$ cat src/hw/rtl/peh_pkg.sv
`timescale 1ns / 1ps
// ----------------------------------------------------------------------------
// Edge hysteresis package
// Shared widths, register codes, reset values and types of the
// potentiometer edge hysteresis block.
// ----------------------------------------------------------------------------
package peh_pkg;

   // Sizing
   localparam int CHANNELS   = 16;
   localparam int ADC_BITS   = 10;
   localparam int CHAN_W     = 4;
   localparam int SUM_W      = 15;
   localparam int SHIFT_W    = 3;
   localparam int LEVEL_W    = 10;
   localparam int CSR_IDX_W  = 3;
   localparam int CSR_DATA_W = 10;
   localparam int FULL_SCALE = (ADC_BITS >= LEVEL_W) ? (2 ** LEVEL_W) - 1
                                                     : (2 ** ADC_BITS) - 1;

   // Register indexes
   typedef enum logic [CSR_IDX_W-1:0] {
      CSR_SAMPLE_SHIFT    = 3'd0,
      CSR_UPPER_THRESHOLD = 3'd1,
      CSR_LOWER_THRESHOLD = 3'd2,
      CSR_UPPER_BOOST     = 3'd3,
      CSR_LOWER_CUT       = 3'd4
   } csr_index_type;

   // Register reset values
   localparam logic [SHIFT_W-1:0] SAMPLE_SHIFT_RST    = 3'd3;
   localparam logic [LEVEL_W-1:0] UPPER_THRESHOLD_RST = 10'd1000;
   localparam logic [LEVEL_W-1:0] LOWER_THRESHOLD_RST = 10'd20;
   localparam logic [LEVEL_W-1:0] UPPER_BOOST_RST     = 10'd20;
   localparam logic [LEVEL_W-1:0] LOWER_CUT_RST       = 10'd20;

   typedef struct packed {
      logic [SHIFT_W-1:0] sample_shift;
      logic [LEVEL_W-1:0] upper_threshold;
      logic [LEVEL_W-1:0] lower_threshold;
      logic [LEVEL_W-1:0] upper_boost;
      logic [LEVEL_W-1:0] lower_cut;
   } cfg_type;

   // Per-channel hysteresis flags
   typedef struct packed {
      logic low_active;
      logic high_active;
   } flags_type;

endpackage

$ cat src/hw/rtl/peh_cond.sv
`timescale 1ns / 1ps
// ----------------------------------------------------------------------------
// Edge hysteresis conditioning
// Turns one accumulated sum into a level and decides the new flags of
// its channel from the old ones.
// ----------------------------------------------------------------------------
module peh_cond (
   input  peh_pkg::cfg_type                       cfg,
   input  logic [peh_pkg::SUM_W-1:0]              sample_sum,
   input  peh_pkg::flags_type                     flags_old,
   output peh_pkg::flags_type                     flags_new,
   output logic [peh_pkg::LEVEL_W-1:0]            level
);

   localparam int WIDE_W = peh_pkg::SUM_W + 1;

   logic [peh_pkg::SUM_W-1:0]   avg;
   logic [WIDE_W-1:0]           avg_wide;
   logic [WIDE_W-1:0]           boost_sum;
   logic [WIDE_W-1:0]           low_band_top;
   logic [peh_pkg::LEVEL_W-1:0] boosted;
   logic [peh_pkg::LEVEL_W-1:0] cut;
   logic [peh_pkg::LEVEL_W-1:0] plain;
   logic                        above_upper;
   logic                        below_dead_band;
   logic                        below_lower;
   logic                        in_low_band;

   // Average and the compares against the bands
   assign avg          = cfg.sample_shift == '0 ? sample_sum : sample_sum >> cfg.sample_shift;
   assign avg_wide     = {1'b0, avg};
   assign boost_sum    = avg_wide + WIDE_W'(cfg.upper_boost);
   assign low_band_top = WIDE_W'(cfg.lower_threshold) + WIDE_W'(cfg.lower_cut);

   assign above_upper     = avg_wide > WIDE_W'(cfg.upper_threshold);
   assign below_dead_band = boost_sum < WIDE_W'(cfg.upper_threshold);
   assign below_lower     = avg_wide < WIDE_W'(cfg.lower_threshold);
   assign in_low_band     = avg_wide < low_band_top;

   // Candidate outputs: saturate boost at full scale, clamp cut at zero
   assign boosted = (boost_sum > WIDE_W'(peh_pkg::FULL_SCALE))
                    ? peh_pkg::LEVEL_W'(peh_pkg::FULL_SCALE)
                    : boost_sum[peh_pkg::LEVEL_W-1:0];
   assign cut     = (avg >= peh_pkg::SUM_W'(cfg.lower_cut))
                    ? peh_pkg::LEVEL_W'(avg - peh_pkg::SUM_W'(cfg.lower_cut))
                    : '0;
   assign plain   = avg[peh_pkg::LEVEL_W-1:0];

   // Pick level and next flags
   always_comb begin
      flags_new = flags_old;
      level     = plain;
      if (above_upper) begin
         flags_new.high_active = 1'b1;
         flags_new.low_active  = 1'b0;
         level                 = boosted;
      end else if (below_dead_band) begin
         flags_new.high_active = 1'b0;
         if (below_lower) begin
            flags_new.low_active = 1'b1;
            level                = cut;
         end else if (in_low_band) begin
            level = flags_old.low_active ? cut : plain;
         end else begin
            flags_new.low_active = 1'b0;
         end
      end else begin
         level = flags_old.high_active ? boosted : plain;
      end
   end

endmodule

$ cat src/hw/rtl/pot_edge_hysteresis.sv
`timescale 1ns / 1ps
// ----------------------------------------------------------------------------
// Potentiometer edge hysteresis
// Conditions per-channel averaged ADC readings near the ends of travel.
// ----------------------------------------------------------------------------
// One word in, one level out. A word is registered on entry, conditioned
// against that channel's flag pair while it sits in the input stage, and
// lands in the output register together with the updated flags when it
// moves on, so a word can enter every cycle while the output is not stalled.
// The flags live in flip-flops and are read and rewritten in the same
// cycle, so a word for the same channel right behind sees the updated
// flags. The input keeps taking words while a result waits, until both
// stages are full. Registers are to be written by the user only while no
// word is in flight; the block itself does not enforce this.
// ----------------------------------------------------------------------------
module pot_edge_hysteresis (
   input  logic                               clock,
   input  logic                               reset,
   // Input words
   input  logic                               req_valid,
   output logic                               req_stall,
   input  logic [peh_pkg::CHAN_W-1:0]         req_channel,
   input  logic [peh_pkg::SUM_W-1:0]          req_sample_sum,
   // Result words
   output logic                               rsp_valid,
   input  logic                               rsp_stall,
   output logic [peh_pkg::LEVEL_W-1:0]        rsp_level,
   // Register writes
   input  logic                               csr_valid,
   output logic                               csr_ready,
   input  logic [peh_pkg::CSR_IDX_W-1:0]      csr_index,
   input  logic [peh_pkg::CSR_DATA_W-1:0]     csr_wdata
);

   localparam int CHAN_CMP_W = 8;

   peh_pkg::cfg_type                   cfg_ff;
   logic                               s1_valid_ff;
   logic [peh_pkg::CHAN_W-1:0]         s1_channel_ff;
   logic [peh_pkg::SUM_W-1:0]          s1_sum_ff;
   logic                               rsp_valid_ff;
   logic [peh_pkg::LEVEL_W-1:0]        rsp_level_ff;
   logic [peh_pkg::CHANNELS-1:0]       low_active_ff;
   logic [peh_pkg::CHANNELS-1:0]       high_active_ff;
   logic [peh_pkg::CHANNELS-1:0]       low_active_in;
   logic [peh_pkg::CHANNELS-1:0]       high_active_in;

   logic                               advance;
   logic                               move;
   logic                               accept;
   logic                               chan_ok;
   peh_pkg::flags_type                 flags_old;
   peh_pkg::flags_type                 flags_new;
   logic [peh_pkg::LEVEL_W-1:0]        level;

   // Handshakes
   assign advance   = !rsp_valid_ff || !rsp_stall;
   assign move      = s1_valid_ff && advance;
   assign req_stall = s1_valid_ff && !advance;
   assign accept    = req_valid && !req_stall;
   assign csr_ready = 1'b1;
   assign rsp_valid = rsp_valid_ff;
   assign rsp_level = rsp_level_ff;

   // Register file
   always_ff @(posedge clock) begin
      if (reset) begin
         cfg_ff.sample_shift    <= peh_pkg::SAMPLE_SHIFT_RST;
         cfg_ff.upper_threshold <= peh_pkg::UPPER_THRESHOLD_RST;
         cfg_ff.lower_threshold <= peh_pkg::LOWER_THRESHOLD_RST;
         cfg_ff.upper_boost     <= peh_pkg::UPPER_BOOST_RST;
         cfg_ff.lower_cut       <= peh_pkg::LOWER_CUT_RST;
      end else if (csr_valid && csr_ready) begin
         case (peh_pkg::csr_index_type'(csr_index))
            peh_pkg::CSR_SAMPLE_SHIFT: begin
               cfg_ff.sample_shift <= csr_wdata[peh_pkg::SHIFT_W-1:0];
            end
            peh_pkg::CSR_UPPER_THRESHOLD: begin
               cfg_ff.upper_threshold <= csr_wdata;
            end
            peh_pkg::CSR_LOWER_THRESHOLD: begin
               cfg_ff.lower_threshold <= csr_wdata;
            end
            peh_pkg::CSR_UPPER_BOOST: begin
               cfg_ff.upper_boost <= csr_wdata;
            end
            peh_pkg::CSR_LOWER_CUT: begin
               cfg_ff.lower_cut <= csr_wdata;
            end
            default: begin
            end
         endcase
      end
   end

   // Capture input word; load whenever the stage is empty or moves on
   always_ff @(posedge clock) begin
      if (reset) begin
         s1_valid_ff <= 1'b0;
      end else if (!req_stall) begin
         s1_valid_ff <= req_valid;
      end
      if (accept) begin
         s1_channel_ff <= req_channel;
         s1_sum_ff     <= req_sample_sum;
      end
   end

   // Look up the channel's flags; unknown channels read as clear
   assign chan_ok = CHAN_CMP_W'(s1_channel_ff) < CHAN_CMP_W'(peh_pkg::CHANNELS);

   always_comb begin
      flags_old.low_active  = chan_ok && low_active_ff[s1_channel_ff];
      flags_old.high_active = chan_ok && high_active_ff[s1_channel_ff];
   end

   peh_cond u_cond (
      .cfg        (cfg_ff),
      .sample_sum (s1_sum_ff),
      .flags_old  (flags_old),
      .flags_new  (flags_new),
      .level      (level)
   );

   // Write back the flags of the channel that moves on
   always_comb begin
      low_active_in  = low_active_ff;
      high_active_in = high_active_ff;
      for (int i = 0; i < peh_pkg::CHANNELS; i++) begin
         if (move && chan_ok && (int'(s1_channel_ff) == i)) begin
            low_active_in[i]  = flags_new.low_active;
            high_active_in[i] = flags_new.high_active;
         end
      end
   end

   always_ff @(posedge clock) begin
      if (reset) begin
         low_active_ff  <= '0;
         high_active_ff <= '0;
      end else begin
         low_active_ff  <= low_active_in;
         high_active_ff <= high_active_in;
      end
   end

   // Output register
   always_ff @(posedge clock) begin
      if (reset) begin
         rsp_valid_ff <= 1'b0;
      end else if (advance) begin
         rsp_valid_ff <= s1_valid_ff;
      end
      if (move) begin
         rsp_level_ff <= level;
      end
   end

   // Checks
   a_reset_empty: assert property (@(posedge clock)
      $past(reset) |-> !rsp_valid_ff && !s1_valid_ff)
      else $error("pipeline not empty after reset");

   a_flags_exclusive: assert property (@(posedge clock) disable iff (reset)
      (low_active_ff & high_active_ff) == '0)
      else $error("channel has both flags set");

   a_flags_hold: assert property (@(posedge clock) disable iff (reset)
      !move |=> $stable(low_active_ff) && $stable(high_active_ff))
      else $error("flags changed without a word moving");

   a_full_stalls: assert property (@(posedge clock) disable iff (reset)
      s1_valid_ff && rsp_valid_ff && rsp_stall |-> req_stall)
      else $error("input taken while both stages are full");

   a_level_range: assert property (@(posedge clock) disable iff (reset)
      rsp_valid_ff |-> rsp_level_ff <= peh_pkg::LEVEL_W'(peh_pkg::FULL_SCALE))
      else $error("level above full scale");

endmodule
$ cat config.mk
export PLATFORM = sky130hd
export DESIGN_NAME = pot_edge_hysteresis
export DESIGN_NICKNAME = d
export VERILOG_FILES = /design/src/hw/rtl/peh_pkg.sv /design/src/hw/rtl/peh_cond.sv /design/src/hw/rtl/pot_edge_hysteresis.sv
export SDC_FILE = /design/constraint.sdc
export NUM_CORES = 1
export LEC_CHECK = 0
export BUFFER_PORTS_ARGS = -buffer_cell sky130_fd_sc_hd__buf_2
export CAP_MARGIN = 20
export CORE_MARGIN = 2
export CORE_UTILIZATION = 38
export DETAILED_ROUTE_END_ITERATION = 10
export PLACE_DENSITY_LB_ADDON = 0.3
export SETUP_SLACK_MARGIN = 0.3
export SLEW_MARGIN = 20
export SYNTH_ARGS = -nofsm -noshare
export SYNTH_HDL_FRONTEND = slang
export SYNTH_HIERARCHICAL = 1
export SYNTH_SLANG_ARGS = --single-unit
$ cat constraint.sdc
create_clock -name clock -period 15.65 [get_ports clock]
set_clock_uncertainty 0.15 [all_clocks]
set_input_delay 0.7825 -clock clock [delete_from_list [all_inputs] [get_ports clock]]
set_output_delay 0.7825 -clock clock [all_outputs]
set_load 0.01 [all_outputs]
* Word-level counts from Yosys, hierarchy flattened *
Cells that the tools add are included.

operators by class
  add/subtract/negate cells = 3
  magnitude comparators = 7
  equality and inequality tests = 19
  shift-type cells = 1
  multiplexer cells = 17
  reductions and logical operators = 32

operators with widths
  operator              number
  $mux 10               8
  $eq 4x4->1 const B    8
  $logic_and 1x1->1     19
  $add 15x10->16        1
  $eq 4x3->1 const B    4
  $gt 16x10->1 const B  1
  $lt 16x10->1          1
  $ge 15x10->1          1
  $gt 15x10->1          1
  $lt 15x10->1          1
  $lt 15x11->1          1
  $mux 15               1
  $shr 15x3->15         1
  $add 10x10->11        1
  $reduce_and 2->1      5
  $sub 10x10->10        1
  $bmux 1 s4            2
  $eq 4x2->1 const B    2
  $eq 3x2->1 const B    2
  $logic_not 3->1       2
  $lt 4x5->1 const B    1
  $eq 4x1->1 const B    1
  $logic_not 1->1       4
  $logic_not 4->1       1
  other kinds (5)       9

word-level totals
  bits in registers = 106
  output and inout port bits = 13

* Logic depth before layout (Yosys ltp) *
Gate-level depths: netlist (run 1).

  word-level depth = 9
  depth in mapped cells = 27
  gate-level depth less buffers = 21

* By module *
The synthesis (run 1) kept the hierarchy.

by module, submodules not included
  module               times used  cells each  area each (um2)  sequential area each (um2)
  pot_edge_hysteresis  1           349         4222.8           2412.3
  peh_cond             1           435         3219.3           0.0

* Least setup slack after synthesis (run 1) *
No wires, ideal clock.

  path kind = register to register
  start point = register cfg_ff[40] in the netlist's numbering
  end point = register high_active_ff[0] in the netlist's numbering
  library setup time = 121 ps
  arrival = 5307 ps
  data required time = 15379 ps
  path slack = 10072 ps
  cell stages (with the launch flop) = 26
  period minus slack after synthesis = 5578 ps
  cell sequence = dfxtp_1 -> buf_6 -> buf_6 -> clkbuf_1 -> mux2_2 -> mux2i_1 -> o21ai_0 -> ha_1 -> a21oi_1 -> nor2b_1 -> a31oi_1 -> o21ai_0 -> a21o_1 -> a21oi_1 -> xnor2_1 -> ha_1 -> o211ai_1 -> a221oi_2 -> or3_1 -> a21oi_1 -> clkbuf_1 -> inv_1 -> nand2b_1 -> clkbuf_1 -> buf_2 -> mux2i_1

RTL lines
  item                    line                        RTL
  start: declaration      pot_edge_hysteresis.sv:37   peh_pkg::cfg_type cfg_ff;
  end signal: assignment  pot_edge_hysteresis.sv:143  high_active_ff <= high_active_in;
  end: declaration        pot_edge_hysteresis.sv:44   logic [peh_pkg::CHANNELS-1:0] high_active_ff;

==> flow_summary.toml, run 1 <==
[clock_tree]
cts.reportedPaths.clkPinSlew_ps = 80
cts_tree = "built"
cts_resized = 0
cts-htree-levels = 3
clkLatencyLatePin_ps = 360
holdBufCountCts = 0
cts_sinks = 106
post_cts_buffers = 0
numCtsBuffers = 9
cts_buffer_depth = 2
clock-root-buffer = "clkbuf_16"

[detailed_routing]
num_vias = 5848
ant_nets = 0
vias_per_cell = 5.38
drt_iter0_drc = 373
wl_per_cell_um = 17.3
drt-total-wl_um = 18800
drt_pass1_iterations = 5
remaining_drc_errors = 0

[grt]
antenna_found_initial = 0
first_global_vias = 5569
grt_first_pass_wirelength_um = 30000
grt_max_degree = 80
grt.total_usage_pct = 18.9
grt-ovfl-total = 0

[timing]
tightestPinTransition_ps = 825
relSlewSlack_pct = 43.5
finalHoldViolations = 0
setup_viol = 0
maxSlewViolCount = 0
final.setup.tns_ps = 0
rsz0062_at_grt = "false"
period_share_pct = 40.1
fin_crit_ps = 6280
fmax_mhz = 159
worst_slack_ps = 9370

[critical_path]
rrSetupSlack_ps = 9370
required_ps = 15720
endpoint_kind = "flip-flop"
worst_path_max_delay_cell = "mux2i_1"
critical_path.top_delay_family = "compound AO/OA/AOI/OAI gates"
start_kind = "flip-flop"
criticalPathCategory = "reg2reg"
cp_cell_sequence = "clkinv_1 > mux2i_1 > ha_1 > a31o_1 > a31oi_1 > o21ai_0 > a21o_1 > a21oi_1 > xnor2_1 > ha_1 > o211ai_1 > a221oi_2 > or3_1 > a21oi_1 > inv_1 > nand2b_1 > mux2i_1"
cpPeakStageDelay_ps = 810
path_buf_inv = 2
cp_data_arrival_time_ps = 6350
cp_max_fo = 17

[yosys]
yosys_warnings = 6
synth_top_cell_area_share_pct = 20.7
synth_common_cells = "dfxtp_1, ha_1, mux2i_1"
synth-seq-cells = 106
synth_top_area_cell = "dfxtp_1"
synth-async-reset-ratio_pct = 0
netlist_instances = 784
ys_seq_area_share_pct = 32.4
netlist_area_sq_mm = 0.00744
synth_area_leaders = "dfxtp_1, edfxtp_1, ha_1"
avgSynthCellArea_sq_um = 9.49
synth-edff-count = 29
synth_cell_types = 70
yosysMostFrequentCell = "dfxtp_1"
yosys_most_used_dff = "dfxtp_1"
synth_nets = 892

[floorplan]
ios = 50
dieWidth_um = 144
row_count = 51
start_util_pct = 38.5
dieArea_sq_mm = 0.0207
die_y_um = 144
coreArea_sq_mm = 0.0193

[placed_design]
port-buffer-count = 48
gp_congestion = 0.924
dpl.hpwl_um = 14100
pre_cts_ws_ps = 9460

[min_path]
worstHoldPathType = "reg2reg"

[layout]
final_core_util_pct = 42.2
drive_gt1_share_pct = 13.1
area_growth_pct = 9.75
n_antenna_cell = 0
nets = 925

[power]
p_per_area_mw_per_mm2 = 82.9
cellLeakagePower_nw = 3.46
vdd_drop_max_uv = 49.2

[flow_run]
maxCapViolations = 0

[status]
outcome = "finished clean"
-- layer usage --
| metal | vias to the layer above | part of all wire (%) | track usage [%] |
|---|---|---|---|
| met3 | 24 | 4.2 | 2.97 |
| met4 | 0 | 1.9 | 6.14 |
| met1 | 2780 | 51 | 27.9 |
| met2 | 133 | 43 | 28.2 |
| li1 | 2911 | - | - |
| met5 | - | 0 | 0 |
-- stage by stage --
stage	power (mW)	cell area, sq um	cells	hold slack, ps
after floorplan	0.414	7440	784	291
after global placement	0.458	7880	1071	308
after detailed placement	0.458	7880	1071	313
final	0.677	8170	1087	323
after global routing	0.710	8170	1087	339
after CTS	0.682	8170	1087	328
-- power breakdown --
group	total (mW)	internal [mW]	switching [mW]
Sequential	0.302	0.291	0.0102
Clock	0.222	0.111	0.111
Combinational	0.154	0.0648	0.0890
-- layout make-up --
class                   count  area (sq um)
clock buffers               9           225
clock inverters             7          61.3
fillers                  1922         11200
inverters                  57           214
multi-input cells         585          4610
flip-flops and latches    106          2410
well taps                 265           332
repair buffers             58           315
-- registers in the layout, indices dropped and copies added (netlist names) --
name,cells
cfg_ff,43
high_active_ff,16
low_active_ff,16
rsp_level,10
rsp_valid,1
s1_channel_ff,4
s1_sum_ff,15
s1_valid_ff,1
-- cell usage in the layout (no fill, tap or decap), types with 11 or more instances in the layout --
| master | Yosys | layout |
|---|---|---|
| nand4_1 | 13 | 13 |
| nor2b_1 | 24 | 23 |
| inv_1 | 56 | 56 |
| a21oi_1 | 44 | 44 |
| nand2b_1 | 43 | 43 |
| edfxtp_1 | 29 | 29 |
| xnor2_1 | 15 | 15 |
| nor2_1 | 43 | 43 |
| a21o_1 | 16 | 16 |
| o21ai_0 | 28 | 28 |
| dfxtp_1 | 77 | 77 |
| nand3_1 | 22 | 22 |
| buf_2 | 9 | 48 |
| ha_1 | 68 | 68 |
| a211o_1 | 15 | 15 |
| mux4_2 | 12 | 12 |
| mux2i_1 | 63 | 63 |
| a32oi_1 | 11 | 11 |
| nand2_1 | 57 | 57 |
-- worst register-to-register path, stage by stage, from the launching register on --
cell and delay, ps:
dfxtp_1 650, clkinv_1 570, mux2i_1 810, ha_1 440
a31o_1 250, a31oi_1 230, o21ai_0 170, a21o_1 210
a21oi_1 160, xnor2_1 160, ha_1 280, o211ai_1 120
a221oi_2 80, or3_1 410, a21oi_1 700, inv_1 100
nand2b_1 490, mux2i_1 160
-- logic make-up (layout without fill, tap and decap cells) --
family | count (synthesis) | count (layout) | synth area share [%]
AO/OA/AOI/OAI | 161 | 161 | 14.8
flip-flops | 106 | 106 | 32.4
buffers and inverters | 93 | 131 | 5.70
XOR/XNOR | 22 | 22 | 2.59
AND/OR/NAND/NOR | 244 | 244 | 18.1
other | 1 | 1 | 0.0504
adder cells (fa/ha/maj) | 71 | 71 | 12.2
multiplexers | 86 | 86 | 14.1
-- path summary, 6_finish.rpt --
check	startpoint	endpoint	cells after the start
max	cfg_ff[42]$_SDFFE_PP0P_	high_active_ff[9]$_SDFFE_PP0P_	17
min	high_active_ff[13]$_SDFFE_PP0P_	high_active_ff[13]$_SDFFE_PP0P_	2
max reg2reg	cfg_ff[42]$_SDFFE_PP0P_	high_active_ff[9]$_SDFFE_PP0P_	17
min reg2reg	high_active_ff[13]$_SDFFE_PP0P_	high_active_ff[13]$_SDFFE_PP0P_	2
Note: power is estimated with default switching activity, not from simulation.
==> run 2, diff against run 1 <==
clock period = 5.8 ns   (was 15.65 ns; I/O delays follow)
==> run 2 against run 1 <==
  * Global-route usage grew 0.56 points
  * Via count grew 2.0%
  * Largest power group unchanged
  * Largest cell class unchanged
  * Combinational power grew to 2.8 times the previous value
  * Non-clock buffer count grew 27
==> flow_summary.toml, run 2 (synthesized netlist as in run 1, its figures left out) <==
[status]
outcome = "finished clean"

[clock_tree]
post_cts_buffers = 0
clkLatencyLatePin_ps = 360
numCtsBuffers = 9
cts.reportedPaths.clkPinSlew_ps = 80
clock-root-buffer = "clkbuf_16"
cts-htree-levels = 3
cts_tree = "built"
cts_sinks = 106
cts_buffer_depth = 2

[floorplan]
die_y_um = 144
dieArea_sq_mm = 0.0207
row_count = 51
coreArea_sq_mm = 0.0193
dieWidth_um = 144
start_util_pct = 38.5
ios = 50

[detailed_routing]
wl_per_cell_um = 17.3
num_vias = 5965
drt_pass1_iterations = 5
ant_nets = 0
vias_per_cell = 5.35
remaining_drc_errors = 0
drt-total-wl_um = 19300
drt_iter0_drc = 427

[layout]
final_common_cell = "dfxtp_1"
n_antenna_cell = 0
drive_gt1_share_pct = 13.9
largest_reg_flops = 43
final_core_util_pct = 43.7
multi_input_area_sq_mm = 0.00461
final_cell_mix = "dfxtp_1, ha_1, mux2i_1"
seq_area_sq_mm = 0.00242
top_regs = "cfg_ff (43), high_active_ff (16), low_active_ff (16)"
fillers = 1899
regMostFlops = "cfg_ff"
nets = 952
area_growth_pct = 13.5

[critical_path]
cp_data_arrival_time_ps = 5160
worst_path_max_delay_cell = "mux4_2"
endpoint_kind = "flip-flop"
required_ps = 5840
start_kind = "flip-flop"
criticalPathCategory = "reg2reg"
cp_cell_sequence = "inv_1 > mux4_2 > ha_1 > nor2b_1 > a31oi_1 > o21ai_0 > a21o_1 > a21oi_1 > xnor2_1 > ha_1 > o211ai_1 > a221oi_2 > or4_4 > or3b_1 > a32oi_1"
cp_max_fo = 14
crit_path_frequent_cell = "ha_1"
cpPeakStageDelay_ps = 730
path_buf_inv = 1
critical_path.top_delay_family = "simple AND/OR/NAND/NOR gates"

[timing]
relSlewSlack_pct = 48.4
tightestPinTransition_ps = 774
period_share_pct = 88.3
setup_viol = 0
fmax_mhz = 195
final.setup.tns_ps = 0
finalHoldViolations = 0
maxSlewViolCount = 0
rsz0062_at_grt = "false"
fin_crit_ps = 5120
worst_slack_ps = 676

[grt]
grt-ovfl-total = 0
grt.total_usage_pct = 19.5
first_global_vias = 5873
grt_max_degree = 80
antenna_found_initial = 0
grt_first_pass_wirelength_um = 31000

[flow_run]
maxCapViolations = 0

[power]
p_per_area_mw_per_mm2 = 223
cellLeakagePower_nw = 3.59
vdd_drop_max_uv = 129
total_power_mw = 1.88

[placed_design]
dpl.hpwl_um = 14300
pre_cts_ws_ps = 311
port-buffer-count = 48
gp_congestion = 0.907

[min_path]
worstHoldPathType = "in2reg"
## run 2: final timing paths
kind                           start                       to  slack, ps  depth (start not counted)
max reg2reg  cfg_ff[41]$_SDFFE_PP1P_   rsp_level[0]$_DFFE_PP_        680                         15
min reg2reg  cfg_ff[10]$_SDFFE_PP0P_  cfg_ff[10]$_SDFFE_PP0P_        320                          2
max          cfg_ff[41]$_SDFFE_PP1P_   rsp_level[0]$_DFFE_PP_        680                         15
min                        rsp_stall   rsp_valid$_SDFFE_PP0P_         50                          3
## run 2: final cells by class
class / instances / area share, %
Multi-Input combinational cell: 585 / 54.6
Sequential cell: 106 / 28.6
Timing Repair Buffer: 85 / 6.72
Tap cell: 265 / 3.93
Clock buffer: 11 / 3.13
Inverter: 57 / 2.53
Clock inverter: 5 / 0.489
## run 2: report_power, final
group	switching (mW)	leakage, nW	internal, mW
Combinational	0.245	2.55	0.187
Sequential	0.0253	0.895	0.786
Clock	0.301	0.151	0.335
Total	0.572	3.59	1.31
## run 2: stage by stage
| step | instances | hold WS (ps) | cell area [sq um] |
|---|---|---|---|
| after CTS | 1114 | 35.4 | 8440 |
| after global placement | 1078 | 310 | 7930 |
| after global routing | 1114 | 59.3 | 8450 |
| after detailed placement | 1078 | 310 | 7930 |
| after floorplan | 784 | 239 | 7440 |
| final | 1114 | 45.9 | 8450 |
## run 2: repair_timing
action                                 in CTS  in global routing
endpoints found under the hold margin      20                  0
gates resized for setup                     1                  3
hold buffers                               20                  0
setup endpoints to repair                   8                 30
## run 2: tightest hold or removal path, delay by kind of cell
kind | cells | cell delay (ps)
AOI/OAI and AO/OA | 1 | 60
and+or+nand+nor | 1 | 70
buffers and inverters | 1 | 100
## run 2: metal layers
layer,wire length (um),GRT usage (%),up-vias
met1,9390,27.5,2809
met4,464,6.40,0
met5,0,0,-
li1,-,-,2974
met2,8450,30.1,147
met3,989,3.50,35
==> run 3, diff against run 2 <==
ABC_AREA = 0   (was unset)
CORE_MARGIN = unset   (was 2)
SYNTH_HIERARCHICAL = unset   (was 1)
==> run 3 against run 2 <==
  * Worst setup slack got worse by 85 ps
  * Via count is 3.7% higher
  * Hold slack got worse by 2.4 ps
  * Combinational power is 8.8% higher
  * First-iteration DRC count shrank 3.7%
  * Clock-buffer cell count fell by 2
  * Critical path type unchanged
  * Utilization rose by 0.74 points
  * Non-clock buffer count up 1
==> flow_summary.toml, run 3 <==
[yosys]
yosysMostFrequentCell = "nand2_1"
synth-seq-cells = 106
synth_top_cell_area_share_pct = 21.1
synth-async-reset-ratio_pct = 0
synth_nets = 915
synth_cell_types = 85
yosys_most_used_dff = "dfxtp_1"
netlist_instances = 807
netlist_area_sq_mm = 0.00731
synth-edff-count = 29
ys_seq_area_share_pct = 33.0
avgSynthCellArea_sq_um = 9.06
synth_area_leaders = "dfxtp_1, edfxtp_1, ha_1"
yosys_warnings = 0
synth_common_cells = "nand2_1, dfxtp_1, ha_1"
synth_top_area_cell = "dfxtp_1"

[layout]
fin_area_sq_mm = 0.00834
drive_gt1_share_pct = 15.4
fillers = 1827
final_common_cell = "nand2_1"
nets = 979
area_growth_pct = 14.0
final_cell_mix = "nand2_1, dfxtp_1, ha_1"
n_antenna_cell = 0
top_regs = "cfg_ff (43), high_active_ff (16), low_active_ff (16)"
largest_reg_flops = 43
regMostFlops = "cfg_ff"

[critical_path]
endpoint_kind = "flip-flop"
cp_data_arrival_time_ps = 5170
critical_path.top_delay_family = "compound AO/OA/AOI/OAI gates"
required_ps = 5760
cp_cell_sequence = "mux2_2 > mux4_2 > o21ai_0 > buf_4 > inv_1 > ha_1 > inv_1 > fa_1 > nor2b_1 > nor3_1 > o21bai_1 > a21o_1 > xor2_1 > ha_1 > a2111oi_0 > o21ai_0 > a221oi_1 > buf_4 > o211a_4 > a21oi_4 > a221o_1"
criticalPathCategory = "reg2reg"
cp_max_fo = 7
path_buf_inv = 4
cpPeakStageDelay_ps = 490
start_kind = "flip-flop"
worst_path_max_delay_cell = "mux4_2"

[power]
comb_power_share_pct = 24.4
cellLeakagePower_nw = 3.30
p_per_area_mw_per_mm2 = 231
pwr-share-seq_pct = 42.2
total_power_mw = 1.93
vdd_drop_max_uv = 155
swShare_pct = 32.7
clkPwrFrac_pct = 33.4
switchingPower_mw = 0.629
internal_power_mw = 1.30

[grt]
grtUsageMet2_pct = 33.5
grt_max_degree = 54
met3_usage_pct = 3.23
grt.total_usage_pct = 21.1
met1_usage_pct = 29.4
first_global_vias = 6056
antenna_found_initial = 0
grt_first_pass_wirelength_um = 32600
busiest_layer = "met2"
grt-ovfl-total = 0

[timing]
rsz0062_at_grt = "false"
setup_viol = 0
fin_crit_ps = 5210
maxSlewViolCount = 0
relSlewSlack_pct = 39.2
finalHoldViolations = 0
final.setup.tns_ps = 0
tightestPinTransition_ps = 908
fmax_mhz = 192
period_share_pct = 89.8

[detailed_routing]
drt_iter0_drc = 411
ant_nets = 0
remaining_drc_errors = 0
drt-total-wl_um = 20100
vias_per_cell = 5.57
wl_per_cell_um = 18.1
num_vias = 6187
drt_pass1_iterations = 5

[floorplan]
coreArea_sq_mm = 0.0188
row_count = 50
dieArea_sq_mm = 0.0198
start_util_pct = 39.0
die_y_um = 141
dieWidth_um = 141
ios = 50

[clock_tree]
cts_tree = "built"
cts_sinks = 106
cts-htree-levels = 3
clkLatencyLatePin_ps = 380
cts.reportedPaths.clkPinSlew_ps = 80
cts_buffer_depth = 2
numCtsBuffers = 9
clock-root-buffer = "clkbuf_16"

[status]
outcome = "finished clean"

[min_path]
worstHoldPathType = "in2reg"

[placed_design]
gp_congestion = 0.932
placed_area_sq_mm = 0.00777
dpl.hpwl_um = 15000
port-buffer-count = 48

[flow_run]
maxCapViolations = 0
run 3: power groups by stage:
stage          Clock [mW]  Sequential [mW]  Combinational (mW)
2_1_floorplan           0            0.821               0.321
3_5_place_dp            0            0.830               0.444
5_1_grt             0.678            0.816               0.521
6_report            0.642            0.813               0.471
4_1_cts             0.655            0.812               0.458
3_3_place_gp            0            0.829               0.443
run 3: per-stage QoR:
| step | cells | utilization [%] | worst slack (ps) | hold WS, ps |
|---|---|---|---|---|
| floorplan | 807 | - | 526 | 239 |
| detailed placement | 1071 | 41.4 | 526 | 312 |
| global placement | 1071 | 41.4 | 663 | 308 |
| CTS | 1107 | 44.1 | 509 | 38.7 |
| global route | 1110 | 44.4 | 262 | 53.0 |
| finish | 1110 | 44.4 | 591 | 43.5 |
run 3: layout make-up:
type	instances	area, sq um	area share, %
clock buffers	9	225	2.70
clock inverters	7	85.1	1.02
inverters	68	255	3.06
multi-input cells	600	4470	53.7
flip-flops and latches	106	2410	28.9
well taps	234	293	3.51
repair buffers	86	592	7.10
run 3: cells by family (layout without fill, tap and decap cells):
| logic type | Yosys count | after routing | synth area share [%] |
|---|---|---|---|
| other | 1 | 1 | 0.0513 |
| and+or+nand+nor | 252 | 252 | 16.0 |
| adders and majority gates | 71 | 71 | 12.5 |
| DFF | 106 | 106 | 33.0 |
| buffers and inverters | 101 | 170 | 6.07 |
| xor gates and xnor gates | 21 | 21 | 2.52 |
| muxes | 31 | 31 | 6.30 |
| AOI/OAI and AO/OA | 224 | 224 | 23.6 |
run 3: final timing paths:
path / startpoint / endpoint / slack [ps] / cells past startpoint
worst min register to register: cfg_ff[10]$_SDFFE_PP0P_ / cfg_ff[10]$_SDFFE_PP0P_ / 320 / 2
worst max-delay path: s1_sum_ff[7]$_DFFE_PP_ / rsp_level[4]$_DFFE_PP_ / 590 / 21
worst max register to register: s1_sum_ff[7]$_DFFE_PP_ / rsp_level[4]$_DFFE_PP_ / 590 / 21
worst min-delay path: rsp_stall / rsp_valid$_SDFFE_PP0N_ / 40 / 3
run 3: worst min-delay path: cells and delay by family:
| family | cells | cell delay, ps |
|---|---|---|
| AND/OR/NAND/NOR | 1 | 70 |
| buffers and inverters | 1 | 100 |
| AO/OA/AOI/OAI | 1 | 70 |
run 3: repair_timing:
action / 4_1_cts / 5_1_grt
hold buffers: 20 / 0
endpoints found under the setup margin: 0 / 26
buffers inserted: 0 / 3
endpoints found under the hold margin: 20 / 0
resized for setup: 0 / 5
run 3: metal layers:
layer  vias up  part of all wire (%)
li1       3071                     -
met1      2914                    49
met2       168                    45
met3        34                   4.2
met4         0                   2.0
met5         -                     0
